[src/rtl/tac_pkg.sv]
// Package for the trajectory alignment check block: widths, codes, item and
// configuration structs, and the back-end sequencer states.
// No dependencies; every other rtl file imports it.
package tac_pkg;

   localparam int COORD_W = 32;
   localparam int QUAT_W = 18;
   localparam int QUAT_FRAC = 16;
   localparam int QPROD_W = 36;
   localparam int COEF_W = 22;
   localparam int MUL_A_W = 22;
   localparam int MUL_B_W = 33;
   localparam int PROD_W = 55;
   localparam int SHIFT_SUM_W = 40;
   localparam int SQ_PART_W = 48;
   localparam int RAD_W = 66;
   localparam int ROOT_W = 33;
   localparam int REM_W = 35;
   localparam int ROOT_STEPS = 33;
   localparam int ROOT_CNT_W = 6;
   localparam int CSR_INDEX_W = 3;
   localparam int CSR_DATA_W = 32;
   localparam int QUAT_PRODS = 9;
   localparam int ROT_PRODS = 6;
   localparam int SQ_PRODS = 8;
   localparam int QUEUE_DEPTH = 2;
   localparam int FRAC_BITS_DEFAULT = 16;
   localparam int PATH_WIDTH_DEFAULT = 40;

   typedef enum logic [CSR_INDEX_W-1:0] {
      CSR_ROT_W,
      CSR_ROT_X,
      CSR_ROT_Y,
      CSR_ROT_Z,
      CSR_SHIFT_EAST,
      CSR_SHIFT_NORTH
   } csr_index_type;

   typedef struct packed {
      logic [COORD_W-1:0] map_x;
      logic [COORD_W-1:0] map_y;
      logic [COORD_W-1:0] map_z;
      logic [COORD_W-1:0] gnss_east;
      logic [COORD_W-1:0] gnss_north;
      logic               first_item;
      logic               last_item;
   } tac_item_type;

   typedef struct packed {
      logic               valid;
      tac_item_type       item;
   } tac_push_type;

   typedef struct packed {
      logic [QUAT_W-1:0]  rot_w;
      logic [QUAT_W-1:0]  rot_x;
      logic [QUAT_W-1:0]  rot_y;
      logic [QUAT_W-1:0]  rot_z;
      logic [COORD_W-1:0] shift_east;
      logic [COORD_W-1:0] shift_north;
   } tac_cfg_type;

   typedef struct packed {
      logic               start;
      logic [RAD_W-1:0]   radicand;
   } tac_root_req_type;

   typedef struct packed {
      logic               done;
      logic [ROOT_W-1:0]  root;
   } tac_root_rsp_type;

   typedef enum logic [3:0] {
      ST_IDLE,
      ST_QUAT,
      ST_COEF,
      ST_ROT,
      ST_ROT_SUM,
      ST_SHIFT,
      ST_DIFF,
      ST_SQ,
      ST_SQ_SUM,
      ST_DEV_ROOT,
      ST_STEP_ROOT,
      ST_DECIDE
   } back_state_type;

endpackage

[src/rtl/tac_front.sv]
// Front end: a one-beat input buffer that takes request beats and unpacks
// them into item structs for the queue. Depends on tac_pkg.
module tac_front
   import tac_pkg::*;
(
   input  logic         clock,
   input  logic         reset,
   input  logic         req_tvalid,
   output logic         req_tready,
   input  logic [159:0] req_tdata,
   input  logic         req_tuser,
   input  logic         req_tlast,
   output tac_push_type push,
   input  logic         push_ready
);

   logic         buf_valid_ff, buf_valid_in;
   tac_item_type buf_item_ff;
   logic         accept;

   assign req_tready = !buf_valid_ff || push_ready;
   assign accept = req_tvalid && req_tready;
   assign buf_valid_in = accept || (buf_valid_ff && !push_ready);

   always_ff @(posedge clock) begin
      if (reset) begin
         buf_valid_ff <= 1'b0;
      end else begin
         buf_valid_ff <= buf_valid_in;
      end
   end

   always_ff @(posedge clock) begin
      if (accept) begin
         buf_item_ff.map_x      <= req_tdata[31:0];
         buf_item_ff.map_y      <= req_tdata[63:32];
         buf_item_ff.map_z      <= req_tdata[95:64];
         buf_item_ff.gnss_east  <= req_tdata[127:96];
         buf_item_ff.gnss_north <= req_tdata[159:128];
         buf_item_ff.first_item <= req_tuser;
         buf_item_ff.last_item  <= req_tlast;
      end
   end

   assign push.valid = buf_valid_ff;
   assign push.item = buf_item_ff;

endmodule

[config.mk]
export PLATFORM = sky130hd
export DESIGN_NAME = tac_front
export DESIGN_NICKNAME = d
export VERILOG_FILES = /design/src/rtl/tac_pkg.sv /design/src/rtl/tac_front.sv
export SDC_FILE = /design/constraint.sdc
export NUM_CORES = 1
export LEC_CHECK = 0
export BUFFER_PORTS_ARGS = -buffer_cell sky130_fd_sc_hd__clkbuf_2
export CORE_AREA = 2 2 128 130
export DETAILED_ROUTE_END_ITERATION = 12
export DIE_AREA = 0 0 130 132
export HOLD_SLACK_MARGIN = 0.03
export SLEW_MARGIN = 10
export SYNTH_ARGS = -nofsm -noshare
export SYNTH_HDL_FRONTEND = slang
export SYNTH_SLANG_ARGS = --single-unit
[constraint.sdc]
create_clock -name clock -period 4.4 [get_ports clock]
set_input_delay 1.1 -clock clock [delete_from_list [all_inputs] [get_ports clock]]
set_output_delay 1.1 -clock clock [all_outputs]
set_load 0.05 [all_outputs]
* After elaboration in Yosys (flattened, before gate mapping)
Cells that the tools add are included.
** Storage, ports and cells
- Bits in registers :: 163
- Logic and storage cells :: 14
- Output and inout port bits :: 164
- Input bits :: 166
** Cells by class
- Reductions and logical operators :: 6
** Operators with widths (number)
- 1-bit logical AND :: 2
- 1-bit logical NOT :: 2
- 1-bit logical OR :: 2

* Longest topological paths before layout
- Word-level depth :: 4
- Gate-level depth with buffers :: 2
- Depth with buffers taken out :: 2

* Least setup slack after synthesis
No wires, ideal clock.
- Path kind :: in2reg
- From :: in push_ready
- To :: reg buf_item_ff, in the netlist push[0], enable pin
- Buffers on the path :: 0
- Setup slack :: 1.454 ns
- Stages on the path :: 2
- Data arrival time :: 2.536 ns
- Required time :: 3.990 ns
- Setup time :: 0.410 ns
- Cell sequence :: nand2b_4 -> and2_4
** Between the ends
- Cells in the longest elaborated chain, start to end :: 2
** RTL lines
- start: declaration :: line tac_front.sv:14 : input logic push_ready
- 1-bit logical OR :: line tac_front.sv:21 : assign req_tready = !buf_valid_ff || push_ready;
- 1-bit logical AND :: line tac_front.sv:22 : assign accept = req_tvalid && req_tready;
- via accept :: line tac_front.sv:19 : logic accept;
- end: declaration :: line tac_front.sv:18 : tac_item_type buf_item_ff;
The timed path passes the listed nets, and every way through them passes these cells.
A chain may end at the register's enable or synchronous reset.

* Worst setup path in the final report
- From :: in push_ready
- To :: out req_tready
** Between the ends
- Cells in the longest elaborated chain, start to end :: 1
** RTL lines
- 1-bit logical OR :: line tac_front.sv:21
- end: declaration :: line tac_front.sv:9 : output logic req_tready,
No other way between the ends.

==> implementation parameters <==
Parameter                              Value

Synthesis
  Post-Synth Simple-Gate Area    0.00457
  Compound-cell area share of the yosys netlist    0.00178
  Dominant combinational cell family by area after synthesis    simple AND/OR/NAND/NOR gates
  Post-synth EDFFs    162
  Xor and xnor area share after synthesis    0
  Fraction of the mapped netlist area in adder cells    0
  Multiplexer fraction of the synthesized cell area    0
  Area share of the largest cell type after synthesis    0.987
  Post-synthesis instance area    just under 5000 µm²
  Top area cells in the synthesized netlist    sky130_fd_sc_hd__edfxtp_1 99%, sky130_fd_sc_hd__dfxtp_1 0.41%, sky130_fd_sc_hd__nand2b_4 0.28%, sky130_fd_sc_hd__a21oi_2 0.18%, sky130_fd_sc_hd__and2_4 0.18%
  Average instance area after synthesis    a little under 30 µm²
  Most repeated cell in the gate-level netlist after synthesis    sky130_fd_sc_hd__edfxtp_1
  Number of standard cells after synthesis    168
  Number of nets in the synthesized netlist    around 330
  Warnings, synthesis    0
  Asr flop ratio synth    0
  Most common flop cell mapped by yosys    sky130_fd_sc_hd__edfxtp_1
  Sequential share of the synthesized area    0.991
  Library cells used by synthesis    7
  Flip-flop and latch count after synthesis    around 160
  Largest area contributor in the synthesized netlist    sky130_fd_sc_hd__edfxtp_1

Min path
  Tightest Hold Check Type    flip-flop to flip-flop

Global routing
  Global-route wire length before repair    16800 µm
  Overall track demand over capacity in global routing    0.133
  Pin count of the biggest net entering global routing    85
  Via count of the first global-routing pass    3115
  Overflow after GRT    0
  Antenna violations before repair    0

Worst setup path
  Cell repeated most along the worst path    sky130_fd_sc_hd__clkbuf_2
  WP data arrival    about 1600 ps
  Kind of launch point of the worst setup path    primary input
  Worst Path Class, Setup    primary input to output pin
  Beginning of the worst register-to-register path    buf_valid_ff
  Terminus of the critical flop-to-flop path    push[134]
  Bufs and invs on worst path    2
  Highest fanout seen on the critical path    3
  Origin of the worst setup path    push_ready
  Critical path required time    ~3300 ps
  Slowest stage cell on the critical path    sky130_fd_sc_hd__clkbuf_2
  Highest cell delay on the worst timing path    around 270 ps
  Critical Path End Type    output pin
  R2r setup slk    roughly 2600 ps
  Path length in cells of the critical path    3
  Gate family responsible for the most delay along the worst path    buffers and inverters
  Destination of the critical timing path    req_tready
  R2r worst-path depth    3
  Ordered cell list for the critical path    clkbuf_2 > nand2b_4 > clkbuf_2

Die
  Starting utilization of the core area    0.314
  Height of the die    132 µm
  Number of ports placed on the die boundary    330
  Floorplan Core Area    15700 µm²
  Overall die width    130 µm
  Die area    17200 µm²
  Row count    46

Route
  Wirelength per Cell    ~16 µm
  Vias post-DR    ~3000
  Detail-routed via count per cell    between 4 and 5
  Total length of routed wires    approximately 12000 µm
  Number of design-rule violations left by the first detailed-router iteration    92
  Iteration count of the initial detailed-routing pass    4
  Number of design rule violations left after detail routing    0
  Post-DRT Antenna Nets    0

Timing
  Total setup violations reported at the end of the flow    0
  Clock Skews    9.41 ps
  Total count of max-transition violations in the final report    0
  Post-layout min period    about 2700 ps
  Tightest slew margin relative to the limit    0.662
  Max frequency    375 MHz
  Period Utilization, post-route    0.607
  Hold Violations, Final    0
  Post-route setup TNS    0 ps
  RSZ-0062 raised after global routing    false
  Final hold slack    between 500 and 600 ps
  Slew @ Worst Pin    508 ps
  Final setup margin    ~1700 ps

Run
  Max cap viols    0

Clock network
  Clk Latency, worst-skew pair    about 420 ps
  Hold buffers post-CTS    0
  Total clock buffers created by CTS    17
  Clock-pin slew of the registers on the worst-case setup and hold paths    60 ps
  Master cell of the clock root buffer    sky130_fd_sc_hd__clkbuf_16
  Number of buffers on the longest clock path    2
  Number of clock sinks    163
  Number of levels the H-tree was split into    4
  TritonCTS clock tree    done
  Buffer count from post-CTS setup fixing    0
  Cells resized by post-CTS repair    0

Final layout
  Area of all sequential standard cells    4880 µm²
  Share of layout cells above drive strength 1    0.679
  Number of inserted filler cells in the final layout    between 1000 and 1500
  Post-synthesis to final-layout area growth    51.1%
  Layout Nets    about 680
  Multi-input logic area    roughly 31 µm²
  Antenna diode count    0

Outcome
  Result of the run    finished clean

Placed design
  Pre-CTS WS    1660 ps
  I/O Buffers    approximately 330
  Placer's final routability congestion estimate    between 0.7 and 0.8

Pwr
  Post-layout power    0.00381 W
  Largest voltage drop on the vdd net    about 0.00025 V
  Power density relative to cell area    511 nW/µm²
  Static leakage    about 3.2 nW
[worst min path at each step]
stage,slack [ps],from,depth (start not counted),to
after CTS,520,buf_valid_ff,2,buf_valid_ff
after global placement,490,buf_valid_ff,2,buf_valid_ff
after floorplan,600,buf_valid_ff,2,buf_valid_ff
final,510,buf_valid_ff,2,buf_valid_ff
after global routing,550,buf_valid_ff,2,buf_valid_ff
after detailed placement,510,buf_valid_ff,2,buf_valid_ff
[per-layer routing]
layer  wire [µm]  GRT usage  vias to the layer above
met3        1210     0.0645                       29
met5           0          0                        -
met1        4230      0.135                     1443
met4         368     0.0717                        0
met2        5910      0.224                      199
li1            -          -                     1381
[layout by cell type (no fill, tap or decap)]
master                       count
sky130_fd_sc_hd__clkinvlp_4      4
sky130_fd_sc_hd__clkbuf_2      329
sky130_fd_sc_hd__edfxtp_1      162
sky130_fd_sc_hd__clkbuf_1        6
sky130_fd_sc_hd__inv_1           1
sky130_fd_sc_hd__buf_4           1
sky130_fd_sc_hd__buf_12          1
sky130_fd_sc_hd__and2_4          1
sky130_fd_sc_hd__a21oi_2         1
sky130_fd_sc_hd__nand2b_4        1
sky130_fd_sc_hd__clkbuf_16      17
sky130_fd_sc_hd__clkinv_2        1
sky130_fd_sc_hd__dfxtp_1         1
sky130_fd_sc_hd__bufinv_16       3
sky130_fd_sc_hd__clkinv_4        1
[where the power goes]
group | leakage (nW) | total, W | switching [W] | internal, W
clock network | 0.268 | 0.00146 | 0.000565 | 0.000892
registers | 1.58 | 0.00184 | 0.0000242 | 0.00182
logic | 1.40 | 0.000508 | 0.000398 | 0.000109
[kinds of logic (layout without fill, tap and decap cells)]
| group | Yosys count | count (layout) |
|---|---|---|
| flip-flops | 163 | 163 |
| AND/OR/NAND/NOR | 2 | 2 |
| buffers and inverters | 2 | 364 |
| AO/OA/AOI/OAI | 1 | 1 |
[area by class of cell]
class                   count  share of cell area
multi-input cells           3             0.00420
well taps                 216              0.0363
repair buffers            331               0.225
inverters                   1            0.000504
clock inverters             9              0.0180
flip-flops and latches    163               0.656
clock buffers              23              0.0602
[through the flow]
stage | std cells | area [µm²] | utilization
final | 746 | 7450 | 0.474
after global routing | 746 | 7450 | 0.474
after CTS | 746 | 7450 | 0.474
after detailed placement | 714 | 6860 | 0.437
after global placement | 714 | 6860 | 0.437
after floorplan | 168 | 4930 | -
[flip-flops by register name (all words and copies together) (netlist names)]
name and cells:
buf_valid_ff 1, push 162
[worst reg2reg max path, stage by stage, from the launching register on]
cell	delay [ps]
sky130_fd_sc_hd__dfxtp_1	330
sky130_fd_sc_hd__nand2b_4	80
sky130_fd_sc_hd__and2_4	470
sky130_fd_sc_hd__buf_4	550
(Power assumes the default switching activity.)
