$ cat src/rtl/tac_pkg.sv
// Package for the trajectory alignment check block: widths, codes, item and
// configuration structs, and the back-end sequencer states.
// No dependencies; every other rtl file imports it.
package tac_pkg;

   localparam int COORD_W = 32;
   localparam int QUAT_W = 18;
   localparam int QUAT_FRAC = 16;
   localparam int QPROD_W = 36;
   localparam int COEF_W = 22;
   localparam int MUL_A_W = 22;
   localparam int MUL_B_W = 33;
   localparam int PROD_W = 55;
   localparam int SHIFT_SUM_W = 40;
   localparam int SQ_PART_W = 48;
   localparam int RAD_W = 66;
   localparam int ROOT_W = 33;
   localparam int REM_W = 35;
   localparam int ROOT_STEPS = 33;
   localparam int ROOT_CNT_W = 6;
   localparam int CSR_INDEX_W = 3;
   localparam int CSR_DATA_W = 32;
   localparam int QUAT_PRODS = 9;
   localparam int ROT_PRODS = 6;
   localparam int SQ_PRODS = 8;
   localparam int QUEUE_DEPTH = 2;
   localparam int FRAC_BITS_DEFAULT = 16;
   localparam int PATH_WIDTH_DEFAULT = 40;

   typedef enum logic [CSR_INDEX_W-1:0] {
      CSR_ROT_W,
      CSR_ROT_X,
      CSR_ROT_Y,
      CSR_ROT_Z,
      CSR_SHIFT_EAST,
      CSR_SHIFT_NORTH
   } csr_index_type;

   typedef struct packed {
      logic [COORD_W-1:0] map_x;
      logic [COORD_W-1:0] map_y;
      logic [COORD_W-1:0] map_z;
      logic [COORD_W-1:0] gnss_east;
      logic [COORD_W-1:0] gnss_north;
      logic               first_item;
      logic               last_item;
   } tac_item_type;

   typedef struct packed {
      logic               valid;
      tac_item_type       item;
   } tac_push_type;

   typedef struct packed {
      logic [QUAT_W-1:0]  rot_w;
      logic [QUAT_W-1:0]  rot_x;
      logic [QUAT_W-1:0]  rot_y;
      logic [QUAT_W-1:0]  rot_z;
      logic [COORD_W-1:0] shift_east;
      logic [COORD_W-1:0] shift_north;
   } tac_cfg_type;

   typedef struct packed {
      logic               start;
      logic [RAD_W-1:0]   radicand;
   } tac_root_req_type;

   typedef struct packed {
      logic               done;
      logic [ROOT_W-1:0]  root;
   } tac_root_rsp_type;

   typedef enum logic [3:0] {
      ST_IDLE,
      ST_QUAT,
      ST_COEF,
      ST_ROT,
      ST_ROT_SUM,
      ST_SHIFT,
      ST_DIFF,
      ST_SQ,
      ST_SQ_SUM,
      ST_DEV_ROOT,
      ST_STEP_ROOT,
      ST_DECIDE
   } back_state_type;

endpackage

$ cat src/rtl/tac_root.sv
// Iterative floored square root, two radicand bits per cycle (restoring
// digit recurrence). Depends on tac_pkg.
module tac_root
   import tac_pkg::*;
(
   input  logic             clock,
   input  logic             reset,
   input  tac_root_req_type req,
   output tac_root_rsp_type rsp
);

   logic [RAD_W-1:0]      rad_ff, rad_in;
   logic [REM_W-1:0]      rem_ff, rem_in, rem_sh, trial;
   logic [ROOT_W-1:0]     root_ff, root_in;
   logic [ROOT_CNT_W-1:0] cnt_ff, cnt_in;
   logic                  busy_ff, busy_in, done_ff, done_in;
   logic                  fits;

   assign rem_sh = {rem_ff[REM_W-3:0], rad_ff[RAD_W-1 -: 2]};
   assign trial = {root_ff, 2'b01};
   assign fits = (rem_sh >= trial);

   always_comb begin
      rad_in = rad_ff;
      rem_in = rem_ff;
      root_in = root_ff;
      cnt_in = cnt_ff;
      busy_in = busy_ff;
      done_in = 1'b0;
      if (req.start) begin
         rad_in = req.radicand;
         rem_in = '0;
         root_in = '0;
         cnt_in = ROOT_CNT_W'(ROOT_STEPS);
         busy_in = 1'b1;
      end else if (busy_ff) begin
         rad_in = rad_ff << 2;
         rem_in = fits ? rem_sh - trial : rem_sh;
         root_in = {root_ff[ROOT_W-2:0], fits};
         cnt_in = cnt_ff - 1'b1;
         if (cnt_ff == ROOT_CNT_W'(1)) begin
            busy_in = 1'b0;
            done_in = 1'b1;
         end
      end
   end

   always_ff @(posedge clock) begin
      if (reset) begin
         busy_ff <= 1'b0;
         done_ff <= 1'b0;
         cnt_ff <= '0;
      end else begin
         busy_ff <= busy_in;
         done_ff <= done_in;
         cnt_ff <= cnt_in;
      end
   end

   always_ff @(posedge clock) begin
      rad_ff <= rad_in;
      rem_ff <= rem_in;
      root_ff <= root_in;
   end

   assign rsp.done = done_ff;
   assign rsp.root = root_ff;

endmodule

$ cat config.mk
export PLATFORM = sky130hd
export DESIGN_NAME = tac_root
export DESIGN_NICKNAME = d
export VERILOG_FILES = /design/src/rtl/tac_pkg.sv /design/src/rtl/tac_root.sv
export SDC_FILE = /design/constraint.sdc
export NUM_CORES = 1
export LEC_CHECK = 0
export BUFFER_PORTS_ARGS = -buffer_cell sky130_fd_sc_hd__buf_4
export CORE_ASPECT_RATIO = 0.6
export CORE_MARGIN = 2
export CORE_UTILIZATION = 55
export DETAILED_ROUTE_END_ITERATION = 8
export PLACE_DENSITY = 0.86
export RECOVER_POWER = 100
export SLEW_MARGIN = 20
export SYNTH_ARGS = -nofsm -noshare
export SYNTH_HDL_FRONTEND = slang
export SYNTH_SLANG_ARGS = --single-unit
$ cat constraint.sdc
create_clock -name clock -period 3.5 [get_ports clock]
set_clock_uncertainty 0.05 [all_clocks]
set_input_delay 0.175 -clock clock [delete_from_list [all_inputs] [get_ports clock]]
set_output_delay 0.175 -clock clock [all_outputs]
set_load 0.01 [all_outputs]
### Yosys cells after proc, flatten, opt, wreduce, memory -nomap -nowiden

Index checks and enable logic that the tools add are counted.

| cells by class | value |
|---|---|
| mux-type cells | 9 |
| equal/unequal tests | 1 |
| bitwise gates (word level) | 1 |
| $add $sub $neg | 2 |
| reduce and logical (&&, ||, !) cells | 3 |
| $lt $le $gt $ge | 1 |

Operator list:

| operator | count |
|---|---|
| two-way mux 66 bit | 2 |
| greater-or-equal comparator 35 bit | 1 |
| two-way mux 33 bit | 1 |
| subtractor 33 bit | 1 |
| two-way mux 6 bit | 2 |
| equality test 6 x 1 -> 1 bit (second input constant) | 1 |
| subtractor 6 x 1 -> 6 bit (second input constant) | 1 |
| two-way mux 1 bit | 4 |
| OR reduction 3 bit | 1 |
| nonzero test 2 bit | 1 |
| OR reduction 2 bit | 1 |
| NOT 1 bit | 1 |

| storage, ports and cells | value |
|---|---|
| word-level logic and storage cells | 24 |
| output and inout bits | 34 |
| bits of input ports | 69 |
| register bits | 140 |

### Longest topological paths before layout

| depth | value |
|---|---|
| depth in word-level cells | 4 |
| gate-level depth with buffers | 13 |
| gate-level depth less buffers | 10 |

### Least setup slack after synthesis

Ideal clock, no wire load.

| timing path | value |
|---|---|
| kind | register to register |
| from | register root_ff[20] |
| to | register rem_ff[19] |
| period minus slack after synthesis | 2637 ps |
| path buffers | 2 |
| path slack | 863 ps |
| stages on the path, launching flop included | 13 |
| setup time | 132 ps |
| required time | 3318 ps |
| arrival | 2455 ps |
| cells stage by stage | dfxtp_1 inv_1 ha_1 clkbuf_1 a21oi_1 nor2_1 o31ai_1 a211oi_2 a211oi_2 buf_2 nor3_1 a211oi_1 nor3_1 |

| between the ends | value |
|---|---|
| word-level cells in the longest chain between the ends | 2 |

Ends and longest elaborated chain:

| element | line | RTL |
|---|---|---|
| start, declared | tac_root.sv:14 | `logic [ROOT_W-1:0] root_ff, root_in;` |
| start signal, assigned | tac_root.sv:63 | `root_ff <= root_in;` |
| greater-or-equal comparator 35 bit | tac_root.sv:21 | `assign fits = (rem_sh >= trial);` |
| two-way mux 33 bit | tac_root.sv:38 | `rem_in = fits ? rem_sh - trial : rem_sh;` |
| end signal, assigned | tac_root.sv:62 | `rem_ff <= rem_in;` |
| end, declared | tac_root.sv:13 | `logic [REM_W-1:0] rem_ff, rem_in, rem_sh, trial;` |

No other way between the ends.
A chain may end at the register's enable or synchronous reset.

### Worst setup path in the final report

| timing path | value |
|---|---|
| from | register root_ff[24] |
| to | register rem_ff[4] |

The elaborated chain is that of the path after synthesis.

==> metrics <==
layout cells sized above 1 19.46%; first-pass GRT wire length 31.11 mm; count of mapped cells out of synthesis 779; TritonCTS buffer count 17; area growth from synthesis to layout 21.65%; summed negative setup slack over all endpoints 0 ns; CTS root buf clkbuf_16; Mapped Area 7824 µm²; fraction of synthesis flops using an asynchronous set or reset pin 0%; Yosys top cell area share 25.33%; clock period minus worst slack 3.297 ns; core box area 13790 µm²; final antenna-violating net count 0; sequential element share of the synthesized area 44.27%; final count of pins violating max slew 139; Relative slew margins -36.27%; synth warn 0; count of flip-flops with a built-in enable after synthesis 66; RSZ-0062 raised after global routing false; global placement routability congestion 0.9160; crit-path max FO 23; FMAX 303.3 MHz; Worst-Margin Slew 2.044 ns; post-detailed-routing wire length 19.95 mm; critical path cell sequence inv_1 -> ha_1 -> nand4_4 -> nor4_2 -> a22oi_1 -> a211oi_2 -> a211oi_4 -> clkbuf_2 -> a211oi_1 -> a21oi_1 -> a211oi_1; clock-pin slew reported for the worst setup and hold paths after clock tree synthesis 0.07 ns; placed inst area 8745 µm²; number of DRC violations after detailed-routing iteration 0 548; start point of the worst min-delay path req[36]; CP arrival 3.58 ns; result of the run finished with violations; violations in the final reports max-capacitance violations, max-slew violations; Place WS 0.3414 ns; crit-path most repeated cell a211oi_1; clock latency reported for the late side of the worst-skew pair 0.43 ns; pin count of the biggest net entering global routing 63; IO Count 103; endpoints failing setup 0; net total in the final layout 1013; ratio of total power to cell area 818.4 nW/µm²; IR drop worst, VDD 665.9 µV; number of remaining DRC errors 0; Setup crit start root_ff[24]; HPWL Detailed 13.02 mm; mean instance size in the synthesized netlist 10.04 µm²; CTS Hold Buffers Added 32; kind of cell adding the most delay to the critical path compound AO/OA/AOI/OAI gates; clock tree from TritonCTS built; Placed Cells 1043; Crit-path slowest cell ha_1; dominant register cell in the synthesized netlist dfxtp_1; buffers plus inverters on the worst setup path 2; deepest level of the CTS H-tree 4; leading area contributor after synthesis edfxtp_1; height of the die 96.39 µm; number of hold violations in the final report 0; slack of the critical path 0.2034 ns; clock buffer depth 2; Syn Nets 885; width of the chip 158.0 µm; number of global-route vias before repair 5888; Unique masters post-synth 60; GRT Overall Usage 26.64%; number of antenna violations at the first check in global routing 0; type of the most critical hold path primary input to flip-flop; crit start category flip-flop; post-CTS sizing 0; type of destination of the critical path flip-flop; Buffers on Ports 102; flop and latch count out of synthesis 140; cell area after layout 9518 µm²; worst reg2reg startpoint root_ff[24]; residual overflow from global routing 0; per-cell via count in the routed design 5.742; clock sink count 140; critical setup path kind flip-flop to flip-flop; Initial Utilization 56.73%; leading cell types by total area after synthesis edfxtp_1 (25%), dfxtp_1 (19%), mux2_2 (9.2%); antenna cells 0; required arrival time at the worst endpoint 3.78 ns; max capacitance violation total 3; leakage power figure 3.747 nW; first-pass iteration count of the detailed router 7; max incr delay on CP 0.46 ns; count of non-filler cells in the finished layout 1112; die area 15230 µm²; post-CTS setup-driven buffer insertion count 0; FP Rows 33; DR vias 6385; fin crit share 94.19%; average routed wire per standard cell 17.94 µm
stage by stage:
step / util (%) / power [W] / hold slack (ns)
floorplan: - / 0.005033 / 0.3288
global placement: 63.41 / 0.005758 / 0.3543
detailed placement: 63.41 / 0.005823 / 0.3546
CTS: 70.20 / 0.007784 / 0.0001998
global route: 69.02 / 0.008217 / 0.0001184
finish: 69.02 / 0.007789 / 0.001878
synthesized netlist by cell type, drive strengths merged (21+ instances only):
library cell  count
nand2            63
clkbuf           28
nor3             21
a21oi            45
o21ai            24
mux2             64
ha               37
nor2             92
inv              44
mux2i            34
dfxtp            74
edfxtp           66
placed cells by master (no fill, tap or decap), types with 8 or more instances in the layout:
master,instances
a211oi_1,14
a21o_1,8
a21oi_1,45
a311oi_1,8
buf_4,67
clkbuf_1,39
clkbuf_16,17
dfxtp_1,73
dlygate4sd3_1,37
edfxtp_1,66
ha_1,37
inv_1,44
mux2_1,11
mux2_2,53
mux2i_1,34
nand2_1,63
nand3_1,14
nor2_1,92
nor3_1,21
o21a_1,11
o21ai_0,22
xnor2_1,19
xor2_1,9
routing by layer:
| metal | track usage, % | vias up | wire, µm |
|---|---|---|---|
| met5 | 0 | - | 0 |
| met4 | 5.706 | 0 | 202 |
| met3 | 7.895 | 17 | 1791 |
| met2 | 38.15 | 257 | 8479 |
| met1 | 39.73 | 3040 | 9479 |
| li1 | - | 3071 | - |
cell families (layout without fill, tap and decap cells):
logic type / Yosys count / count (layout) / share of synthesized area [%]
muxes: 98 / 98 / 13.56
AOI/OAI and AO/OA: 161 / 161 / 15.26
buffers and inverters: 89 / 230 / 4.941
and+or+nand+nor: 226 / 226 / 12.92
DFF: 140 / 140 / 44.27
adders and majority gates: 37 / 37 / 5.917
xor gates and xnor gates: 28 / 28 / 3.135
worst paths after layout:
| path | to | slack, ns | cells past startpoint |
|---|---|---|---|
| worst max register to register | rem_ff[4] | 0.20 | 11 |
| worst min-delay path | rad_ff[36] | 0.002 | 2 |
| worst max-delay path | rem_ff[4] | 0.20 | 11 |
| worst min register to register | rem_ff[16] | 0.45 | 2 |
report_power, final:
group / internal, W / switching [W] / total [W]
registers: 0.00194 / 0.000164 / 0.00211
logic: 0.00149 / 0.00228 / 0.00377
clock network: 0.00109 / 0.000822 / 0.00191
total: 0.00452 / 0.00327 / 0.00779
registers in the layout (all words and copies together), names as in the netlist:
signal   flops
rem_ff      33
rad_ff      66
cnt_ff       6
busy_ff      1
root_ff     33
done_ff      1
worst reg2reg max path, stage by stage, from the launching register on:
cell and delay (ns):
dfxtp_1 0.37, inv_1 0.08, ha_1 0.46, nand4_4 0.17, nor4_2 0.39, a22oi_1 0.18
a211oi_2 0.38, a211oi_4 0.07, clkbuf_2 0.35, a211oi_1 0.36, a21oi_1 0.09, a211oi_1 0.25
area by class of cell:
type | instances | area, µm²
fillers | 1060 | 4273
multi-input cells | 550 | 3938
flip-flops and latches | 140 | 3467
repair buffers | 154 | 1092
clock buffers | 17 | 425.4
well taps | 192 | 240.2
clock inverters | 15 | 190.2
inverters | 44 | 165.2
(Power assumes the default switching activity.)
