===== config.mk =====
export PLATFORM = sky130hd
export DESIGN_NAME = tac_fifo
export DESIGN_NICKNAME = d
export VERILOG_FILES = /design/src/rtl/tac_pkg.sv /design/src/rtl/tac_fifo.sv
export SDC_FILE = /design/constraint.sdc
export NUM_CORES = 1
export LEC_CHECK = 0
export ABC_AREA = 1
export BUFFER_PORTS_ARGS = -buffer_cell sky130_fd_sc_hd__buf_2
export CAP_MARGIN = 20
export CELL_PAD_IN_SITES_DETAIL_PLACEMENT = 1
export CELL_PAD_IN_SITES_GLOBAL_PLACEMENT = 2
export CORE_MARGIN = 1.5
export CORE_UTILIZATION = 40
export DETAILED_ROUTE_END_ITERATION = 10
export PLACE_DENSITY_LB_ADDON = 0.05
export SETUP_SLACK_MARGIN = 0.15
export SLEW_MARGIN = 25
export SYNTH_ARGS = -nofsm -noshare
export SYNTH_HDL_FRONTEND = slang
export SYNTH_SLANG_ARGS = --single-unit
export TNS_END_PERCENT = 5

===== constraint.sdc =====
create_clock -name clock -period 26.6 [get_ports clock]
set_input_delay 2.66 -clock clock [delete_from_list [all_inputs] [get_ports clock]]
set_output_delay 2.66 -clock clock [all_outputs]
set_load 0.05 [all_outputs]

===== src/rtl/tac_pkg.sv =====
// Package for the trajectory alignment check block: widths, codes, item and
// configuration structs, and the back-end sequencer states.
// No dependencies; every other rtl file imports it.
package tac_pkg;

   localparam int COORD_W = 32;
   localparam int QUAT_W = 18;
   localparam int QUAT_FRAC = 16;
   localparam int QPROD_W = 36;
   localparam int COEF_W = 22;
   localparam int MUL_A_W = 22;
   localparam int MUL_B_W = 33;
   localparam int PROD_W = 55;
   localparam int SHIFT_SUM_W = 40;
   localparam int SQ_PART_W = 48;
   localparam int RAD_W = 66;
   localparam int ROOT_W = 33;
   localparam int REM_W = 35;
   localparam int ROOT_STEPS = 33;
   localparam int ROOT_CNT_W = 6;
   localparam int CSR_INDEX_W = 3;
   localparam int CSR_DATA_W = 32;
   localparam int QUAT_PRODS = 9;
   localparam int ROT_PRODS = 6;
   localparam int SQ_PRODS = 8;
   localparam int QUEUE_DEPTH = 2;
   localparam int FRAC_BITS_DEFAULT = 16;
   localparam int PATH_WIDTH_DEFAULT = 40;

   typedef enum logic [CSR_INDEX_W-1:0] {
      CSR_ROT_W,
      CSR_ROT_X,
      CSR_ROT_Y,
      CSR_ROT_Z,
      CSR_SHIFT_EAST,
      CSR_SHIFT_NORTH
   } csr_index_type;

   typedef struct packed {
      logic [COORD_W-1:0] map_x;
      logic [COORD_W-1:0] map_y;
      logic [COORD_W-1:0] map_z;
      logic [COORD_W-1:0] gnss_east;
      logic [COORD_W-1:0] gnss_north;
      logic               first_item;
      logic               last_item;
   } tac_item_type;

   typedef struct packed {
      logic               valid;
      tac_item_type       item;
   } tac_push_type;

   typedef struct packed {
      logic [QUAT_W-1:0]  rot_w;
      logic [QUAT_W-1:0]  rot_x;
      logic [QUAT_W-1:0]  rot_y;
      logic [QUAT_W-1:0]  rot_z;
      logic [COORD_W-1:0] shift_east;
      logic [COORD_W-1:0] shift_north;
   } tac_cfg_type;

   typedef struct packed {
      logic               start;
      logic [RAD_W-1:0]   radicand;
   } tac_root_req_type;

   typedef struct packed {
      logic               done;
      logic [ROOT_W-1:0]  root;
   } tac_root_rsp_type;

   typedef enum logic [3:0] {
      ST_IDLE,
      ST_QUAT,
      ST_COEF,
      ST_ROT,
      ST_ROT_SUM,
      ST_SHIFT,
      ST_DIFF,
      ST_SQ,
      ST_SQ_SUM,
      ST_DEV_ROOT,
      ST_STEP_ROOT,
      ST_DECIDE
   } back_state_type;

endpackage


===== src/rtl/tac_fifo.sv =====
// Short queue of items between the front end and the back-end sequencer.
// Depends on tac_pkg.
module tac_fifo
   import tac_pkg::*;
(
   input  logic         clock,
   input  logic         reset,
   input  tac_push_type push,
   output logic         push_ready,
   output logic         pop_valid,
   output tac_item_type pop_item,
   input  logic         pop
);

   localparam int AW = (QUEUE_DEPTH > 1) ? $clog2(QUEUE_DEPTH) : 1;
   localparam int CW = $clog2(QUEUE_DEPTH + 1);

   tac_item_type   mem_ff [QUEUE_DEPTH];
   logic [AW-1:0]  wr_ptr_ff, wr_ptr_in, rd_ptr_ff, rd_ptr_in;
   logic [CW-1:0]  count_ff, count_in;
   logic           do_push, do_pop;

   assign push_ready = (count_ff != CW'(QUEUE_DEPTH));
   assign pop_valid = (count_ff != '0);
   assign pop_item = mem_ff[rd_ptr_ff];
   assign do_push = push.valid && push_ready;
   assign do_pop = pop && pop_valid;

   always_comb begin
      wr_ptr_in = wr_ptr_ff;
      rd_ptr_in = rd_ptr_ff;
      count_in = count_ff;
      if (do_push) begin
         wr_ptr_in = (wr_ptr_ff == AW'(QUEUE_DEPTH - 1)) ? '0 : wr_ptr_ff + 1'b1;
      end
      if (do_pop) begin
         rd_ptr_in = (rd_ptr_ff == AW'(QUEUE_DEPTH - 1)) ? '0 : rd_ptr_ff + 1'b1;
      end
      if (do_push && !do_pop) begin
         count_in = count_ff + 1'b1;
      end else if (do_pop && !do_push) begin
         count_in = count_ff - 1'b1;
      end
   end

   always_ff @(posedge clock) begin
      if (reset) begin
         wr_ptr_ff <= '0;
         rd_ptr_ff <= '0;
         count_ff <= '0;
      end else begin
         wr_ptr_ff <= wr_ptr_in;
         rd_ptr_ff <= rd_ptr_in;
         count_ff <= count_in;
      end
   end

   always_ff @(posedge clock) begin
      if (do_push) begin
         mem_ff[wr_ptr_ff] <= push.item;
      end
   end

endmodule


## After elaboration in Yosys (flattened, before gate mapping)

Memories as Yosys holds them, arrays and structs flattened. A register that Yosys moved wholly into a read port is not among the register bits.
Cells that the tools add are included.
Widths: inputs -> output; s select.

| storage, ports and cells | value |
|---|---|
| register bits after elaboration | 4 |
| RAM bits | 324 |
| input bits | 166 |
| output and inout port bits | 164 |
| word-level logic and storage cells | 25 |
| memories | 1 |

Memory list:

| name | words | bits a word | rd ports | clocked after memory_dff | write ports | RTL line | source |
|---|---|---|---|---|---|---|---|
| mem_ff | 2 | 162 | 1 | 1 | 1 | tac_fifo.sv:18 | `tac_item_type mem_ff [QUEUE_DEPTH];` |

| cells by class | value |
|---|---|
| add/sub/neg operators | 4 |
| equal/unequal tests | 1 |
| muxes and demuxes | 8 |
| reductions and logical operators | 8 |

Operators by type and width:

| operator | count |
|---|---|
| $mux 1 | 6 |
| $logic_and 1x1->1 | 4 |
| $mux 2 | 2 |
| $reduce_bool 2->1 | 2 |
| $add 1x1->1 const B | 2 |
| $add 2x1->2 const B | 1 |
| $logic_not 1->1 | 2 |
| $ne 2x2->1 const B | 1 |
| $sub 2x1->2 const B | 1 |

## Logic depth before layout (Yosys ltp)

| logic depth | value |
|---|---|
| depth in word-level cells | 6 |
| gate-level depth with buffers | 11 |
| depth with buffers taken out | 11 |

## Worst setup path after synthesis

OpenSTA, ideal clock, no wires.

| path | value |
|---|---|
| path kind | in2reg |
| start | input port push[162] in the netlist's numbering |
| end | memory mem_ff[0][0] in the netlist's numbering, enable pin |
| arrival | 9.501 ns |
| data required time | 25.913 ns |
| slack | 16.413 ns |
| stages | 2 |
| path buffers | 0 |
| cells stage by stage | nand2_1 nor2_1 |

| between the ends | value |
|---|---|
| cells in the longest elaborated chain, start to end | 3 |

RTL lines:

| item | RTL line | source |
|---|---|---|
| start, declared | tac_fifo.sv:8 | `input tac_push_type push,` |
| $logic_and 1x1->1 | tac_fifo.sv:26 | `assign do_push = push.valid && push_ready;` |
| $mux 1 | tac_fifo.sv:59 | `if (do_push) begin` |
| $mux 1 (not written as such) | tac_fifo.sv:60 | `mem_ff[wr_ptr_ff] <= push.item;` |
| end, declared | tac_fifo.sv:18 |  |

Every way passes these cells.

==> summary.md <==
For the H-tree level count, the log shows 2. The wire-length estimate of the detail-placed layout is 19,030 um. Across all register-to-register paths, the minimum setup slack is 23.95 ns. The run finished with clean final reports. The worst setup path is captured at a primary output.

The post-layout net count was 1,065. The floorplan step defined a core boundary enclosing 29,870 um^2. For this configuration, the core starts out at a cell density of 40.99%.

The clock network accounts for 26.1% of the total power. The number of buffers and inverters on the critical path is 3. Main combinational cell family by area after synthesis: multiplexers.

The tools report the count of warnings emitted by yosys as 0. The run gives 0.001067 W as the cell-internal power. After Yosys synthesis, and, or, nand and nor cells account for 0.6233% of the synthesized area.

After synthesis the netlist holds a flip-flop and latch count of 329. At the later pin of the worst-skew pair, clock insertion delay measures 0.50 ns. Global routing used 16.84% of the available tracks across all layers. After detailed routing, the total wire length is 27,170 um. The number of post-CTS setup repair buffers is 0. At the end of the flow the core is filled with cells to 51.48%. The critical path is of the flip-flop to primary output type. By area the synthesized netlist is led by edfxtp_1 79%, mux2_4 9.8%, mux2_2 7.5%. Pin placement for this block handled 330 I/O pins. The most common cell in the netlist was edfxtp_1.

For the worst setup path, the data arrival time is 3.59 ns. In the routed design, unresolved DRC markers number 0. Based on the critical path, the design can be clocked at up to 160.1 MHz. TritonCTS built the clock tree. Number of buffers inserted by port buffering: 329. The initial antenna violation count was 10. Summed over all nets, the switching power comes to 0.0006011 W. The number of global-route vias before repair came out at 6,709. Fraction of power spent switching nets: 36.04%. When the netlist entered floorplanning its net count stood at 708. The run gives 74 as the largest net degree at the start of global routing. Among all stages on the critical path, the largest delay is contributed by dfxtp_4. Setup repair after global routing left no endpoint under its margin. The commonest cells after synthesis are 324 x edfxtp_1, 82 x mux2_2, 80 x mux2_4, 10 x buf_6, 9 x nand2_1. Of all flip-flops after synthesis, the portion carrying an async set or reset was 0%. Final critical delay including setup and external delays: 6.246 ns. The average instance area after synthesis came out at 22.63 um^2. For the setup total negative slack, the log shows 0 ns. The routed layout has 6,284 vias. Final count of pins violating max slew: 0. The first routing iteration left 394 violations.

The final routed wire length divided by cell count came out at 20.67 um. The chip width works out to 178.0 um. The compound-cell area share of the yosys netlist works out to 0.1635%. After technology mapping, the gate count stands at 541.

The synthesized design contains 324 enable-type register cells. Row generation in the floorplan step produced 63 rows. Summed over all layers, the global routing overflow is 0. In the synthesized netlist the dominant register cell turns out to be edfxtp_1. In this run the deepest clock path goes through 3 buffers. The tool flagged a number of max-cap violations equal to 0.

The design draws 0.001668 W. The critical path goes through buf_6 > buf_4 > mux2_2 > buf_2. The area fraction of the dominant cell type after synthesis came out at 79.45%. The proportion of power drawn by combinational gates came out at 32.9%. Broken down by cell family, the worst path's largest delay share belongs to buffers and inverters.

For the first-pass GRT wire length, the log shows 39,100 um. The tightest min-delay check is of the flip-flop to flip-flop type. The critical path launch point type is a flip-flop. The run gives 23.94 ns as the worst endpoint required time.

Hold repair after CTS inserted 0 buffers. The number of hold-slack violations in the final timing report came out at 0. edfxtp_1 takes more of the synthesized area than any other cell.

The floorplan step set the die height to 178.0 um. The worst pin sits at a relative slew slack of 38.77%. The total power divided by cell area is 108.4 nW/um^2. In the routed layout, each cell is associated on average with a via count of 4.782. For this design the static power due to leakage is 5.882 nW. The top fanout value on the critical path was 73; the summed instance area of the synthesized netlist was 12,250 um^2. The delay of the slowest critical-path stage is 0.91 ns. The clock sink total is 329, and the number of gates given a new drive strength after cts is 0. The die covers 31,670 um^2. From synthesis to final layout, the design area changed by 25.58%. The tools report the root buffer selected by CTS as clkbuf_16. After Yosys synthesis, XOR and XNOR cells account for 0% of the synthesized area. After Yosys synthesis, full adders, half adders and majority gates account for 0.1022% of the synthesized area.

The portion of synthesized area spent on multiplexers is 17.35%. The congestion estimate from routability-driven global placement came to 0.7205. Sequential share of power: 41.0%. The logs give 14 for the count of distinct cell types in the synthesized netlist and 0.05768 mV for the worst supply voltage drop on vdd. The number of nets with antenna violations after routing was 0. The run gives 36 as the number of buffers added by the clock tree synthesis step. The slew at the pin closest to its max-slew limit was 0.9163 ns. For the register area share after synthesis, the log shows 80.27%. The total of endpoints with negative setup slack in the final report was 0.

Of the cells placed in the final design, the portion with a size suffix greater than 1 is 58.96%. Clock-pin slew was measured on the worst setup and hold paths at 0.06 ns. The tools report the final setup skew as 0.009169 ns.

The post-route clock period utilization works out to 23.48%. The first-pass detailed-route iteration total is 4.
## metal layers
metal | up-vias | GRT usage, % | share of wire [%]
met2 | 250 | 27.95 | 50
met4 | 14 | 6.092 | 2.5
met1 | 3117 | 19.76 | 37
li1 | 2846 | - | -
met3 | 57 | 6.620 | 9.9
met5 | - | 0 | 0.29
## power groups by stage
| stage | combinational, W | sequential (W) | clock, W |
|---|---|---|---|
| finish | 0.000549 | 0.000684 | 0.000435 |
| CTS | 0.000557 | 0.000686 | 0.000450 |
| floorplan | 0.000445 | 0.000698 | 0 |
| detailed placement | 0.000556 | 0.000696 | 0 |
| global route | 0.000574 | 0.000692 | 0.000467 |
| global placement | 0.000545 | 0.000693 | 0 |
## kinds of logic after synthesis
logic type / count (synthesis)
flip-flops: 329
multiplexers: 162
buffers and inverters: 26
AND/OR/NAND/NOR: 19
AO/OA/AOI/OAI: 4
adder cells (fa/ha/maj): 1
## cell usage in the layout (no fill, tap or decap)
cell	netlist	layout
buf_2	8	329
buf_16	0	2
buf_6	10	1
dfxtp_1	5	4
nor2_4	0	2
clkinv_1	0	11
mux2_4	80	80
o21ai_0	2	2
dfxtp_4	0	1
ha_1	1	1
mux2_2	82	82
clkinv_2	0	4
buf_4	0	5
nand3_1	2	2
a21oi_1	2	2
inv_1	8	8
nand4_1	1	1
clkbuf_16	0	37
nor2_1	7	5
clkbuf_1	0	9
diode_2	0	3
nand2_1	9	9
edfxtp_1	324	324
## final timing paths
kind                                                from                       end  cells after the start
worst min-delay path              rd_ptr_ff$_SDFFE_PP0P_    rd_ptr_ff$_SDFFE_PP0P_                      2
worst min register to register    rd_ptr_ff$_SDFFE_PP0P_    rd_ptr_ff$_SDFFE_PP0P_                      2
worst max register to register  count_ff[0]$_SDFFE_PP0P_  mem_ff[0][140]$_DFFE_PP_                      6
worst max-delay path                           flip-flop              pop_item[20]                      4
## tightest hold or removal path, stage by stage, from the launching register on
cell and delay (ns):
dfxtp_1 0.33, a21oi_1 0.06, nor2_1 0.09
## through the flow
step	hold slack [ns]	setup slack, ns	area [um^2]	cells
2_1_floorplan	0.4645	16.41	12250	541
3_3_place_gp	0.4881	20.65	14290	1248
3_5_place_dp	0.4999	20.54	14350	1250
4_1_cts	0.5189	20.00	15370	1311
5_1_grt	0.5718	20.13	15380	1313
6_report	0.5178	20.35	15380	1314
## final cells by class
class,instances,area (um^2)
diodes,3,7.507
clock buffers,46,959.7
clock inverters,15,61.31
fillers,2813,14500
inverters,8,30.03
multi-input cells,186,2248
flip-flops and latches,329,9833
well taps,390,488.0
repair buffers,337,1750
## flip-flops by register name, indices dropped and copies added (netlist names), named ones only
| name | flops |
|---|---|
| mem_ff | 324 |
| count_ff | 2 |
| rd_ptr_ff | 1 |
| wr_ptr_ff | 1 |
Note: power is estimated with default switching activity, not from simulation.
